**src/sv/assert_macros.svh**
```systemverilog
// assertion macros shared by the rtl files
`ifndef ASSERT_MACROS_SVH
`define ASSERT_MACROS_SVH
`ifndef SYNTHESIS
// property must hold at every clock edge out of reset
`define ASSERT_ALWAYS(lbl, clk, rst, prop) \
  lbl: assert property (@(posedge clk) disable iff (rst) (prop)) \
    else $error("assertion failed");
// condition must never be seen at a clock edge out of reset
`define ASSERT_NEVER(lbl, clk, rst, cond) \
  lbl: assert property (@(posedge clk) disable iff (rst) !(cond)) \
    else $error("forbidden condition seen");
`else
`define ASSERT_ALWAYS(lbl, clk, rst, prop)
`define ASSERT_NEVER(lbl, clk, rst, cond)
`endif
`endif

```
**src/sv/bmct_pkg.sv**
```systemverilog
// types and constants of the bus master transaction engine
`timescale 1ns / 1ps
`default_nettype none
package bmct_pkg;

  localparam int MAX_REPLY_BYTES = 10;
  localparam int IDX_W = $clog2(MAX_REPLY_BYTES);

  localparam logic [7:0] HDR0          = 8'h4A;
  localparam logic [7:0] HDR1          = 8'h54;
  localparam logic [7:0] REQ_LEN       = 8'd6;
  localparam logic [7:0] CMD_SHORT_END = 8'h20;
  localparam logic [7:0] CMD_LONG_END  = 8'h50;
  localparam logic [7:0] DEV_ERR_CODE  = 8'hFF;
  localparam logic [3:0] LEN_SHORT     = 4'd6;
  localparam logic [3:0] LEN_LONG      = 4'd10;
  localparam logic [3:0] ATTEMPT_RESET = 4'd4;

  localparam int BEAT_W = 3;
  localparam logic [BEAT_W-1:0] LAST_BEAT = BEAT_W'(REQ_LEN - 8'd1);

  localparam int QDEPTH = 4;
  localparam int QPTR_W = $clog2(QDEPTH);
  localparam int QCNT_W = $clog2(QDEPTH + 1);

  localparam int IN_TDATA_W  = 24;
  localparam int OUT_FIELD_W = 50;
  localparam int OUT_TDATA_W = 56;

  typedef enum logic [1:0] {
    REQ_START = 2'd0,
    REQ_BYTE  = 2'd1,
    REQ_TICK  = 2'd2
  } req_t;

  typedef enum logic [1:0] {
    ST_OK       = 2'd0,
    ST_DEV_ERR  = 2'd1,
    ST_NO_REPLY = 2'd2,
    ST_REJECTED = 2'd3
  } status_t;

  typedef enum logic {
    OUT_TX   = 1'b0,
    OUT_DONE = 1'b1
  } out_kind_t;

  typedef enum logic {
    CMD_SEND = 1'b0,
    CMD_DONE = 1'b1
  } cmd_kind_t;

  typedef enum logic {
    PH_IDLE = 1'b0,
    PH_WAIT = 1'b1
  } ph_state_t;

  typedef enum logic {
    BK_IDLE = 1'b0,
    BK_SEND = 1'b1
  } bk_state_t;

  // one queued job for the back end
  typedef struct packed {
    cmd_kind_t   kind;
    logic [7:0]  addr;
    logic [7:0]  cmd;
    status_t     status;
    logic [7:0]  code;
    logic [31:0] data;
  } bmct_job_t;

endpackage
`default_nettype wire

```
**src/sv/bus_master_command_transaction.sv**
```systemverilog
// top level of the bus master transaction engine
`timescale 1ns / 1ps
`default_nettype none
// bus master transaction engine. a start beat (tuser 0) with node address and
// command is classified: commands below 0x20 expect a 6-byte reply, 0x21 to
// 0x4f a 10-byte reply, anything else finishes at once with status rejected.
// an accepted command sends the 6-byte request 'J','T',addr,6,cmd,xor as six
// transmit beats, tlast on the sixth. receive beats (tuser 1) are hunted for
// the 'J','T' header; a complete reply with matching address, length and xor
// gives one finished beat (ok, or device error when byte four is 0xff, with
// the big-endian sensor word of a 10-byte reply). a window-end beat (tuser 2)
// resends the request until attempt_limit sends are used, then finishes with
// status no valid reply. the front end takes one input beat per cycle while
// its four-entry job queue has room; the back end drives one output beat per
// cycle while m_axis_tready does not hold it, a request frame as six beats and
// a finished result as one. a taken input beat passes the job queue and the
// output register before it shows. the user must write attempt_limit on the
// cfg channel only while no transaction is in flight; this is not enforced.
module bus_master_command_transaction
  import bmct_pkg::*;
(
  input  wire logic                   clk,
  input  wire logic                   rst,
  // attempt_limit register
  input  wire logic                   cfg_valid,
  output logic                        cfg_ready,
  input  wire logic [3:0]             cfg_data,      // attempt_limit
  // request beats
  input  wire logic                   s_axis_tvalid,
  output logic                        s_axis_tready,
  input  wire logic [IN_TDATA_W-1:0]  s_axis_tdata,  // dest_addr, cmd_code, rx_byte
  input  wire logic [1:0]             s_axis_tuser,  // req_type
  // transmit and result beats
  output logic                        m_axis_tvalid,
  input  wire logic                   m_axis_tready,
  output logic [OUT_TDATA_W-1:0]      m_axis_tdata,  // tx_byte, status, reply_code,
                                                     // sensor_data, zero pad
  output logic                        m_axis_tuser,  // out_kind
  output logic                        m_axis_tlast   // last
);

  // job handoff between front and back end
  logic      push;
  bmct_job_t push_data;
  logic      q_full;
  logic      pop;
  bmct_job_t q_head;
  logic      q_empty;

  bmct_front u_front (
    .clk       (clk),
    .rst       (rst),
    .cfg_valid (cfg_valid),
    .cfg_ready (cfg_ready),
    .cfg_data  (cfg_data),
    .in_valid  (s_axis_tvalid),
    .in_ready  (s_axis_tready),
    .req_type  (s_axis_tuser),
    .dest_addr (s_axis_tdata[7:0]),
    .cmd_code  (s_axis_tdata[15:8]),
    .rx_byte   (s_axis_tdata[23:16]),
    .push      (push),
    .push_data (push_data),
    .q_full    (q_full)
  );

  // decouples request handling from the slower frame serialiser
  bmct_queue u_queue (
    .clk       (clk),
    .rst       (rst),
    .push      (push),
    .push_data (push_data),
    .full      (q_full),
    .pop       (pop),
    .head      (q_head),
    .empty     (q_empty)
  );

  bmct_back u_back (
    .clk           (clk),
    .rst           (rst),
    .q_empty       (q_empty),
    .q_head        (q_head),
    .pop           (pop),
    .m_axis_tvalid (m_axis_tvalid),
    .m_axis_tready (m_axis_tready),
    .m_axis_tdata  (m_axis_tdata),
    .m_axis_tuser  (m_axis_tuser),
    .m_axis_tlast  (m_axis_tlast)
  );

endmodule
`default_nettype wire

```
**src/sv/bmct_queue.sv**
```systemverilog
// small job queue between front and back end
`timescale 1ns / 1ps
`default_nettype none
`include "assert_macros.svh"
module bmct_queue
  import bmct_pkg::*;
(
  input  wire logic      clk,
  input  wire logic      rst,
  input  wire logic      push,
  input  wire bmct_job_t push_data,
  output logic           full,
  input  wire logic      pop,
  output bmct_job_t      head,
  output logic           empty
);

  bmct_job_t         slots [QDEPTH];
  logic [QPTR_W-1:0] wr_ptr;
  logic [QPTR_W-1:0] rd_ptr;
  logic [QCNT_W-1:0] count;

  assign full  = (count == QCNT_W'(QDEPTH));
  assign empty = (count == '0);
  assign head  = slots[rd_ptr];

  always_ff @(posedge clk) begin
    if (push) begin
      slots[wr_ptr] <= push_data;
    end
  end

  always_ff @(posedge clk) begin
    if (rst) begin
      wr_ptr <= '0;
      rd_ptr <= '0;
      count  <= '0;
    end else begin
      if (push) begin
        wr_ptr <= wr_ptr + 1'b1;
      end
      if (pop) begin
        rd_ptr <= rd_ptr + 1'b1;
      end
      if (push && !pop) begin
        count <= count + 1'b1;
      end else if (pop && !push) begin
        count <= count - 1'b1;
      end
    end
  end

  `ASSERT_NEVER(a_push_when_full, clk, rst, push && full)
  `ASSERT_NEVER(a_pop_when_empty, clk, rst, pop && empty)

endmodule
`default_nettype wire

```
**src/sv/bmct_front.sv**
```systemverilog
// front end: request decode, reply frame hunt and check, retry count
`timescale 1ns / 1ps
`default_nettype none
`include "assert_macros.svh"
module bmct_front
  import bmct_pkg::*;
(
  input  wire logic       clk,
  input  wire logic       rst,
  input  wire logic       cfg_valid,
  output logic            cfg_ready,
  input  wire logic [3:0] cfg_data,
  input  wire logic       in_valid,
  output logic            in_ready,
  input  wire logic [1:0] req_type,
  input  wire logic [7:0] dest_addr,
  input  wire logic [7:0] cmd_code,
  input  wire logic [7:0] rx_byte,
  output logic            push,
  output bmct_job_t       push_data,
  input  wire logic       q_full
);

  ph_state_t        phase;
  ph_state_t        phase_next;
  logic [3:0]       attempt_limit;
  logic [7:0]       target_addr;
  logic [7:0]       saved_cmd;
  logic [3:0]       reply_length;
  logic [3:0]       attempts_left;
  logic [IDX_W-1:0] byte_count;
  logic [7:0]       running_xor;
  logic [7:0]       frame_store [MAX_REPLY_BYTES];

  logic             acc;
  logic             cmd_short;
  logic             cmd_long;
  logic             start_ok;

  // hunt datapath
  logic [IDX_W-1:0] bc_hunt;
  logic [7:0]       xor_hunt;
  logic             store_we;
  logic [IDX_W-1:0] store_idx;
  logic             frame_good;

  // register next values
  logic             load_job;
  logic [IDX_W-1:0] byte_count_next;
  logic [7:0]       running_xor_next;
  logic [3:0]       attempts_left_next;
  logic             store_en;

  assign cfg_ready = 1'b1;
  assign in_ready  = !q_full;
  assign acc       = in_valid && in_ready;
  assign cmd_short = (cmd_code < CMD_SHORT_END);
  assign cmd_long  = (cmd_code > CMD_SHORT_END) && (cmd_code < CMD_LONG_END);
  assign start_ok  = cmd_short || cmd_long;

  // header hunt and frame collection for one received byte
  always_comb begin
    bc_hunt    = byte_count;
    xor_hunt   = running_xor;
    store_we   = 1'b0;
    store_idx  = byte_count;
    frame_good = 1'b0;
    if (byte_count == '0) begin
      if (rx_byte == HDR0) begin
        store_we = 1'b1;
        xor_hunt = rx_byte;
        bc_hunt  = IDX_W'(1);
      end
    end else if (byte_count == IDX_W'(1)) begin
      if (rx_byte == HDR1) begin
        store_we = 1'b1;
        xor_hunt = running_xor ^ rx_byte;
        bc_hunt  = IDX_W'(2);
      end else if (rx_byte == HDR0) begin
        store_we  = 1'b1;
        store_idx = '0;
        xor_hunt  = rx_byte;
      end else begin
        bc_hunt = '0;
      end
    end else if ((byte_count >= reply_length) ||
                 (byte_count >= IDX_W'(MAX_REPLY_BYTES))) begin
      bc_hunt = '0;
    end else begin
      store_we = 1'b1;
      if (({1'b0, byte_count} + 5'd1) < {1'b0, reply_length}) begin
        xor_hunt = running_xor ^ rx_byte;
        bc_hunt  = byte_count + 1'b1;
      end else begin
        bc_hunt    = '0;
        frame_good = (frame_store[2] == target_addr) &&
                     (frame_store[3] == {4'b0, reply_length}) &&
                     (rx_byte == running_xor);
      end
    end
  end

  // phase next state
  always_comb begin
    phase_next = phase;
    if (acc) begin
      case (req_t'(req_type))
        REQ_START: begin
          if (phase == PH_IDLE && start_ok) phase_next = PH_WAIT;
        end
        REQ_BYTE: begin
          if (phase == PH_WAIT && frame_good) phase_next = PH_IDLE;
        end
        REQ_TICK: begin
          if (phase == PH_WAIT && attempts_left == '0) phase_next = PH_IDLE;
        end
        default: phase_next = phase;
      endcase
    end
  end

  // jobs for the back end and datapath register updates
  always_comb begin
    push               = 1'b0;
    push_data          = '{kind: CMD_SEND, addr: target_addr, cmd: saved_cmd,
                           status: ST_OK, code: 8'h00, data: 32'h0};
    load_job           = 1'b0;
    byte_count_next    = byte_count;
    running_xor_next   = running_xor;
    attempts_left_next = attempts_left;
    store_en           = 1'b0;
    if (acc) begin
      case (req_t'(req_type))
        REQ_START: begin
          if (phase == PH_IDLE) begin
            push = 1'b1;
            if (start_ok) begin
              load_job           = 1'b1;
              push_data.addr     = dest_addr;
              push_data.cmd      = cmd_code;
              byte_count_next    = '0;
              running_xor_next   = 8'h00;
              attempts_left_next = (attempt_limit == '0) ? 4'd0 : attempt_limit - 4'd1;
            end else begin
              push_data.kind   = CMD_DONE;
              push_data.status = ST_REJECTED;
            end
          end
        end
        REQ_BYTE: begin
          if (phase == PH_WAIT) begin
            store_en         = store_we;
            byte_count_next  = bc_hunt;
            running_xor_next = xor_hunt;
            if (frame_good) begin
              push           = 1'b1;
              push_data.kind = CMD_DONE;
              if (frame_store[4] == DEV_ERR_CODE) begin
                push_data.status = ST_DEV_ERR;
                push_data.code   = DEV_ERR_CODE;
              end else begin
                push_data.code = frame_store[4];
                if (reply_length == LEN_LONG) begin
                  push_data.data = {frame_store[5], frame_store[6],
                                    frame_store[7], frame_store[8]};
                end
              end
            end
          end
        end
        REQ_TICK: begin
          if (phase == PH_WAIT) begin
            push            = 1'b1;
            byte_count_next = '0;
            if (attempts_left != '0) begin
              attempts_left_next = attempts_left - 4'd1;
              running_xor_next   = 8'h00;
            end else begin
              push_data.kind   = CMD_DONE;
              push_data.status = ST_NO_REPLY;
            end
          end
        end
        default: push = 1'b0;
      endcase
    end
  end

  always_ff @(posedge clk) begin
    if (store_en) begin
      frame_store[store_idx] <= rx_byte;
    end
  end

  always_ff @(posedge clk) begin
    if (rst) begin
      phase         <= PH_IDLE;
      attempt_limit <= ATTEMPT_RESET;
      target_addr   <= '0;
      saved_cmd     <= '0;
      reply_length  <= '0;
      attempts_left <= '0;
      byte_count    <= '0;
      running_xor   <= '0;
    end else begin
      phase         <= phase_next;
      byte_count    <= byte_count_next;
      running_xor   <= running_xor_next;
      attempts_left <= attempts_left_next;
      if (cfg_valid && cfg_ready) begin
        attempt_limit <= cfg_data;
      end
      if (load_job) begin
        target_addr  <= dest_addr;
        saved_cmd    <= cmd_code;
        reply_length <= cmd_short ? LEN_SHORT : LEN_LONG;
      end
    end
  end

  `ASSERT_ALWAYS(a_idle_not_hunting, clk, rst, phase == PH_IDLE |-> byte_count == '0)

endmodule
`default_nettype wire

```
**src/sv/bmct_back.sv**
```systemverilog
// back end: frame serialiser and result beat register
`timescale 1ns / 1ps
`default_nettype none
`include "assert_macros.svh"
module bmct_back
  import bmct_pkg::*;
(
  input  wire logic              clk,
  input  wire logic              rst,
  input  wire logic              q_empty,
  input  wire bmct_job_t         q_head,
  output logic                   pop,
  output logic                   m_axis_tvalid,
  input  wire logic              m_axis_tready,
  output logic [OUT_TDATA_W-1:0] m_axis_tdata,
  output logic                   m_axis_tuser,
  output logic                   m_axis_tlast
);

  bk_state_t         state;
  bk_state_t         state_next;
  logic [BEAT_W-1:0] beat;
  logic [BEAT_W-1:0] beat_next;
  logic [7:0]        cur_addr;
  logic [7:0]        cur_cmd;

  logic              out_free;
  logic              beat_load;
  out_kind_t         b_kind;
  logic [7:0]        b_tx;
  logic              b_last;
  status_t           b_status;
  logic [7:0]        b_code;
  logic [31:0]       b_data;

  function automatic logic [7:0] frame_byte(input logic [BEAT_W-1:0] idx,
                                            input logic [7:0] addr,
                                            input logic [7:0] cmd);
    logic [7:0] r;
    case (idx)
      3'd0:    r = HDR0;
      3'd1:    r = HDR1;
      3'd2:    r = addr;
      3'd3:    r = REQ_LEN;
      3'd4:    r = cmd;
      default: r = HDR0 ^ HDR1 ^ addr ^ REQ_LEN ^ cmd;
    endcase
    return r;
  endfunction

  assign out_free = !m_axis_tvalid || m_axis_tready;

  always_comb begin
    state_next = state;
    beat_next  = beat;
    if (out_free) begin
      case (state)
        BK_IDLE: begin
          if (!q_empty && q_head.kind == CMD_SEND) begin
            state_next = BK_SEND;
            beat_next  = BEAT_W'(1);
          end
        end
        BK_SEND: begin
          if (beat == LAST_BEAT) state_next = BK_IDLE;
          else beat_next = beat + 1'b1;
        end
        default: state_next = BK_IDLE;
      endcase
    end
  end

  always_comb begin
    pop       = 1'b0;
    beat_load = 1'b0;
    b_kind    = OUT_TX;
    b_tx      = 8'h00;
    b_last    = 1'b0;
    b_status  = ST_OK;
    b_code    = 8'h00;
    b_data    = 32'h0;
    case (state)
      BK_IDLE: begin
        if (out_free && !q_empty) begin
          pop       = 1'b1;
          beat_load = 1'b1;
          if (q_head.kind == CMD_SEND) begin
            b_tx = frame_byte('0, q_head.addr, q_head.cmd);
          end else begin
            b_kind   = OUT_DONE;
            b_status = q_head.status;
            b_code   = q_head.code;
            b_data   = q_head.data;
          end
        end
      end
      BK_SEND: begin
        beat_load = out_free;
        b_tx      = frame_byte(beat, cur_addr, cur_cmd);
        b_last    = (beat == LAST_BEAT);
      end
      default: beat_load = 1'b0;
    endcase
  end

  always_ff @(posedge clk) begin
    if (pop) begin
      cur_addr <= q_head.addr;
      cur_cmd  <= q_head.cmd;
    end
    if (beat_load) begin
      m_axis_tdata <= {(OUT_TDATA_W - OUT_FIELD_W)'(0), b_data, b_code, b_status, b_tx};
      m_axis_tuser <= b_kind;
      m_axis_tlast <= b_last;
    end
  end

  always_ff @(posedge clk) begin
    if (rst) begin
      state         <= BK_IDLE;
      beat          <= '0;
      m_axis_tvalid <= 1'b0;
    end else begin
      state <= state_next;
      beat  <= beat_next;
      if (out_free) begin
        m_axis_tvalid <= beat_load;
      end
    end
  end

  `ASSERT_ALWAYS(a_last_only_on_tx, clk, rst, m_axis_tvalid && m_axis_tlast |-> m_axis_tuser == OUT_TX)
  `ASSERT_ALWAYS(a_beat_in_frame, clk, rst, state == BK_SEND |-> beat != '0 && beat <= LAST_BEAT)

endmodule
`default_nettype wire
```
**config.mk**
```make
export PLATFORM = sky130hd
export DESIGN_NAME = bus_master_command_transaction
export DESIGN_NICKNAME = d
export VERILOG_FILES = /design/src/sv/bmct_pkg.sv /design/src/sv/bus_master_command_transaction.sv /design/src/sv/bmct_queue.sv /design/src/sv/bmct_front.sv /design/src/sv/bmct_back.sv
export VERILOG_INCLUDE_DIRS = /design/src /design/src/sv
export SDC_FILE = /design/constraint.sdc
export NUM_CORES = 1
export LEC_CHECK = 0
export ABC_AREA = 1
export BUFFER_PORTS_ARGS = -buffer_cell sky130_fd_sc_hd__buf_2
export CELL_PAD_IN_SITES_DETAIL_PLACEMENT = 1
export CELL_PAD_IN_SITES_GLOBAL_PLACEMENT = 1
export CORE_UTILIZATION = 49
export CTS_CLUSTER_SIZE = 28
export DETAILED_ROUTE_END_ITERATION = 12
export GPL_TIMING_DRIVEN = 0
export PLACE_DENSITY_LB_ADDON = 0.1
export SLEW_MARGIN = 20
export SYNTH_ARGS = -nofsm -noshare
export SYNTH_HDL_FRONTEND = slang
export SYNTH_SLANG_ARGS = --single-unit
```
**constraint.sdc**
```tcl
create_clock -name clk -period 5.4 [get_ports clk]
set_clock_uncertainty 0.15 [all_clocks]
set_input_delay 0.27 -clock clk [delete_from_list [all_inputs] [get_ports clk]]
set_output_delay 0.27 -clock clk [all_outputs]
set_load 0.03 [all_outputs]
```
==> impl_metrics.toml <==
[clocking]
clock-root-buffer = "clkbuf_16"
numCtsBuffers = 44
cts_setup_buffers = 0
cts.sinks = 414
clk_latency_ns = 0.56
cts_tree = "built"
htree_levels = 2
clk_pin_slew_ns = 0.07
clockBufferDepth = 3

[floorplan]
row_count = 68
die_width_um = 191
core_um2 = 34800
die_area_um2 = 36400
start_util = 0.502
die_y_um = 191
io_pins = 96

[finish]
layout-drive-gt1-share = 0.146
fin_cells = 2223
syn_to_final_growth_pct = 17.6
num-nets-final = 1797
layout_commonest_cell = "edfxtp_1"
antenna_cells = 0
mostFrequentLayoutCells = "edfxtp_1, nor2_1, nand2_1, o21ai_0, inv_1"

[setup_path]
cp.required_ns = 5.49
critical-path-max-stage-delay_ns = 0.64
critPathLaunchType = "register"
crit_type = "reg -> reg"
critPathBufInv = 3
crit_end = "u_queue.slots[0][13]"
arrival_ns = 3.87
path_cells = "inv_1 > ha_1 > a21oi_1 > nand4_4 > nor2_1 > nand4_1 > nand2_1 > nand2_1 > nor2_4 > buf_12 > buf_12"
startpoint = "u_front.reply_length[3]"
r2r_start = "u_front.reply_length[3]"
worstPathMaxFanout = 22
crit_slowest_cell = "nor2_4"
reg2reg_slack_ns = 1.62
r2r_end = "u_queue.slots[0][13]"
endpoint_kind = "register"
cp.depth = 11
cp_top_family = "simple AND/OR/NAND/NOR gates"
reg2regPathDepth = 11

[sta]
finalSetupViolCount = 0
drv_slew = 0
fin_ws_ns = 1.62
slew_headroom = 0.294
min_period_ns = 3.78
hold_viol_final = 0
tightest_slew_ns = 1.05
fmax_ghz = 0.264
min_period_over_period = 0.700
rsz0062_at_grt = "false"

[global_routing]
antenna_found_initial = 2
grt_use_total = 0.267
overflow = 0
grt_max_degree = 53
grt_pass1_wl_mm = 72.7
grt_pass1_vias = 12900

[yosys]
synth_cell_type_count = 49
ys_seq_elements = 414
synthesis.area_um2 = 17500
syn_area_per_cell_um2 = 11.2
synthArstFlopShare = 0
yosysWarnings = 0
synth_edf_count = 360
yosysTopAreaCell = "edfxtp_1"
ys_top_cells_by_area = "edfxtp_1, nor2_1, dfxtp_1"
ys_seq_area_frac = 0.680
synth_top_area_share = 0.618
synthFlopType = "edfxtp_1"
netlist_instances = 1554

[routing]
vias_per_cell = 5.49
drt_pre_antenna_iters = 7
drcViolationCount = 0
ant_nets = 0
dr_total_vias = 12200
initialDrtViolationCount = 752
drt-wirelength-per-cell_um = 21.3
wl_mm = 47.3

[power_and_ir_drop]
power_density_nw_per_um2 = 487
power_frac_comb = 0.285
p_seq_frac = 0.415
ir_drop_mv = 0.358
p_clk_frac = 0.299
swShare = 0.354
internal-power_uw = 6470
netSwitchingPower_uw = 3540
p_leak_uw = 0.00768

[placed_design]
portBuffers = 87
pre_cts_slack_ns = 1.61
dpl.cell_count = 2115
dp.final_hpwl_mm = 31.3
finalWeightedCongestion = 0.831

[worst_hold_path]
min_path_type = "in -> reg"

[flow_run]
max_cap_viol_count = 0

[outcome]
status = "completed"
==> layout make-up <==
cell class	count	area (um^2)
repair buffers	130	1010
inverters	122	460
fillers	3654	14200
flip-flops and latches	414	11900
clock inverters	23	233
clock buffers	56	1190
plain buffers	69	365
multi-input cells	954	4850
well taps	455	569
==> cell usage after synthesis (2+ instances only) <==
library cell and n:
or2_2 5, dfxtp_1 54, xor2_1 12, nor2_1 306, buf_6 2, nand2_1 210
a221oi_1 2, inv_2 4, inv_1 116, buf_1 8, buf_2 10, edfxtp_1 360
o22ai_1 21, xnor2_1 5, o21ai_1 7, nand4_1 14, clkinv_1 2, or2_0 2
ha_1 26, nor3_2 2, a211oi_1 2, a21oi_1 77, a31oi_1 3, buf_12 3
nor4_1 2, conb_1 2, o21ai_0 156, nor3_1 7, nand3_2 2, clkbuf_1 38
nor2_2 5, nand3b_1 5, buf_4 8, nor2_4 31, nand2_2 7, nand3_1 25
==> flip-flops by register name, summed over array words and instances, names as in the netlist, 8 cells and up, named ones only <==
| signal | cells |
|---|---|
| u_queue.slots | 236 |
| u_front.frame_store | 56 |
| u_back.m_axis_tdata | 50 |
| u_back.cur_addr | 8 |
| u_back.cur_cmd | 8 |
| u_front.running_xor | 8 |
| u_front.saved_cmd | 8 |
| u_front.target_addr | 8 |
==> worst min-delay path by stage <==
stage	endpoint	startpoint	depth (start not counted)	slack [ns]
global route	u_front.frame_store[8][3]	s_axis_tdata[19]	1	0.006
detailed placement	register	u_queue.rd_ptr[1]	2	0.32
global placement	u_front.saved_cmd[7]	u_front.saved_cmd[7]	2	0.28
floorplan	u_front.frame_store[2][0]	s_axis_tdata[16]	0	0.22
CTS	u_front.frame_store[3][1]	s_axis_tdata[17]	1	0.005
finish	u_front.frame_store[8][3]	s_axis_tdata[19]	1	0.03
==> kinds of logic (layout without fill, tap and decap cells) <==
logic type / after synthesis / after routing / synth area share
simple gates: 629 / 629 / 0.162
flops: 414 / 414 / 0.680
compound gates: 274 / 274 / 0.0820
buf+inv: 191 / 400 / 0.0471
fa+ha+maj: 27 / 27 / 0.0198
xor+xnor: 17 / 17 / 0.00852
other cells: 2 / 7 / 0.000430
==> layer usage <==
layer  track usage  share of wire  wire length (um)
met1         0.345           0.43             20200
met2         0.462           0.50             23700
met3        0.0377          0.048              2290
met4        0.0834          0.022              1060
met5             0              0                 0
==> timing repair <==
item / 4_1_cts / 5_1_grt
hold endpoints to repair: 35 / 0
resized for setup: 0 / 0
hold buffers: 29 / 0
==> stage by stage <==
stage / power [uW] / TNS [ns] / cell area [um^2] / hold WS, ns / util
detailed placement: 7030 / 0 / 18800 / 0.322 / 0.541
global placement: 6920 / -412.53 / 18500 / 0.284 / 0.532
global route: 10400 / 0 / 20600 / 0.00607 / 0.591
floorplan: 6040 / 0 / 17500 / 0.219 / -
finish: 10000 / 0 / 20600 / 0.0266 / 0.591
CTS: 10000 / 0 / 20500 / 0.00491 / 0.590
==> power by group through the flow <==
stage / Sequential [uW] / Clock, uW / Combinational [uW]
floorplan: 4600 / 0 / 1440
global placement: 4220 / 0 / 2690
detailed placement: 4220 / 0 / 2810
CTS: 4160 / 3030 / 2860
global route: 4190 / 3140 / 3120
finish: 4160 / 3000 / 2850
No activity file was read; power rests on OpenSTA's default activity.
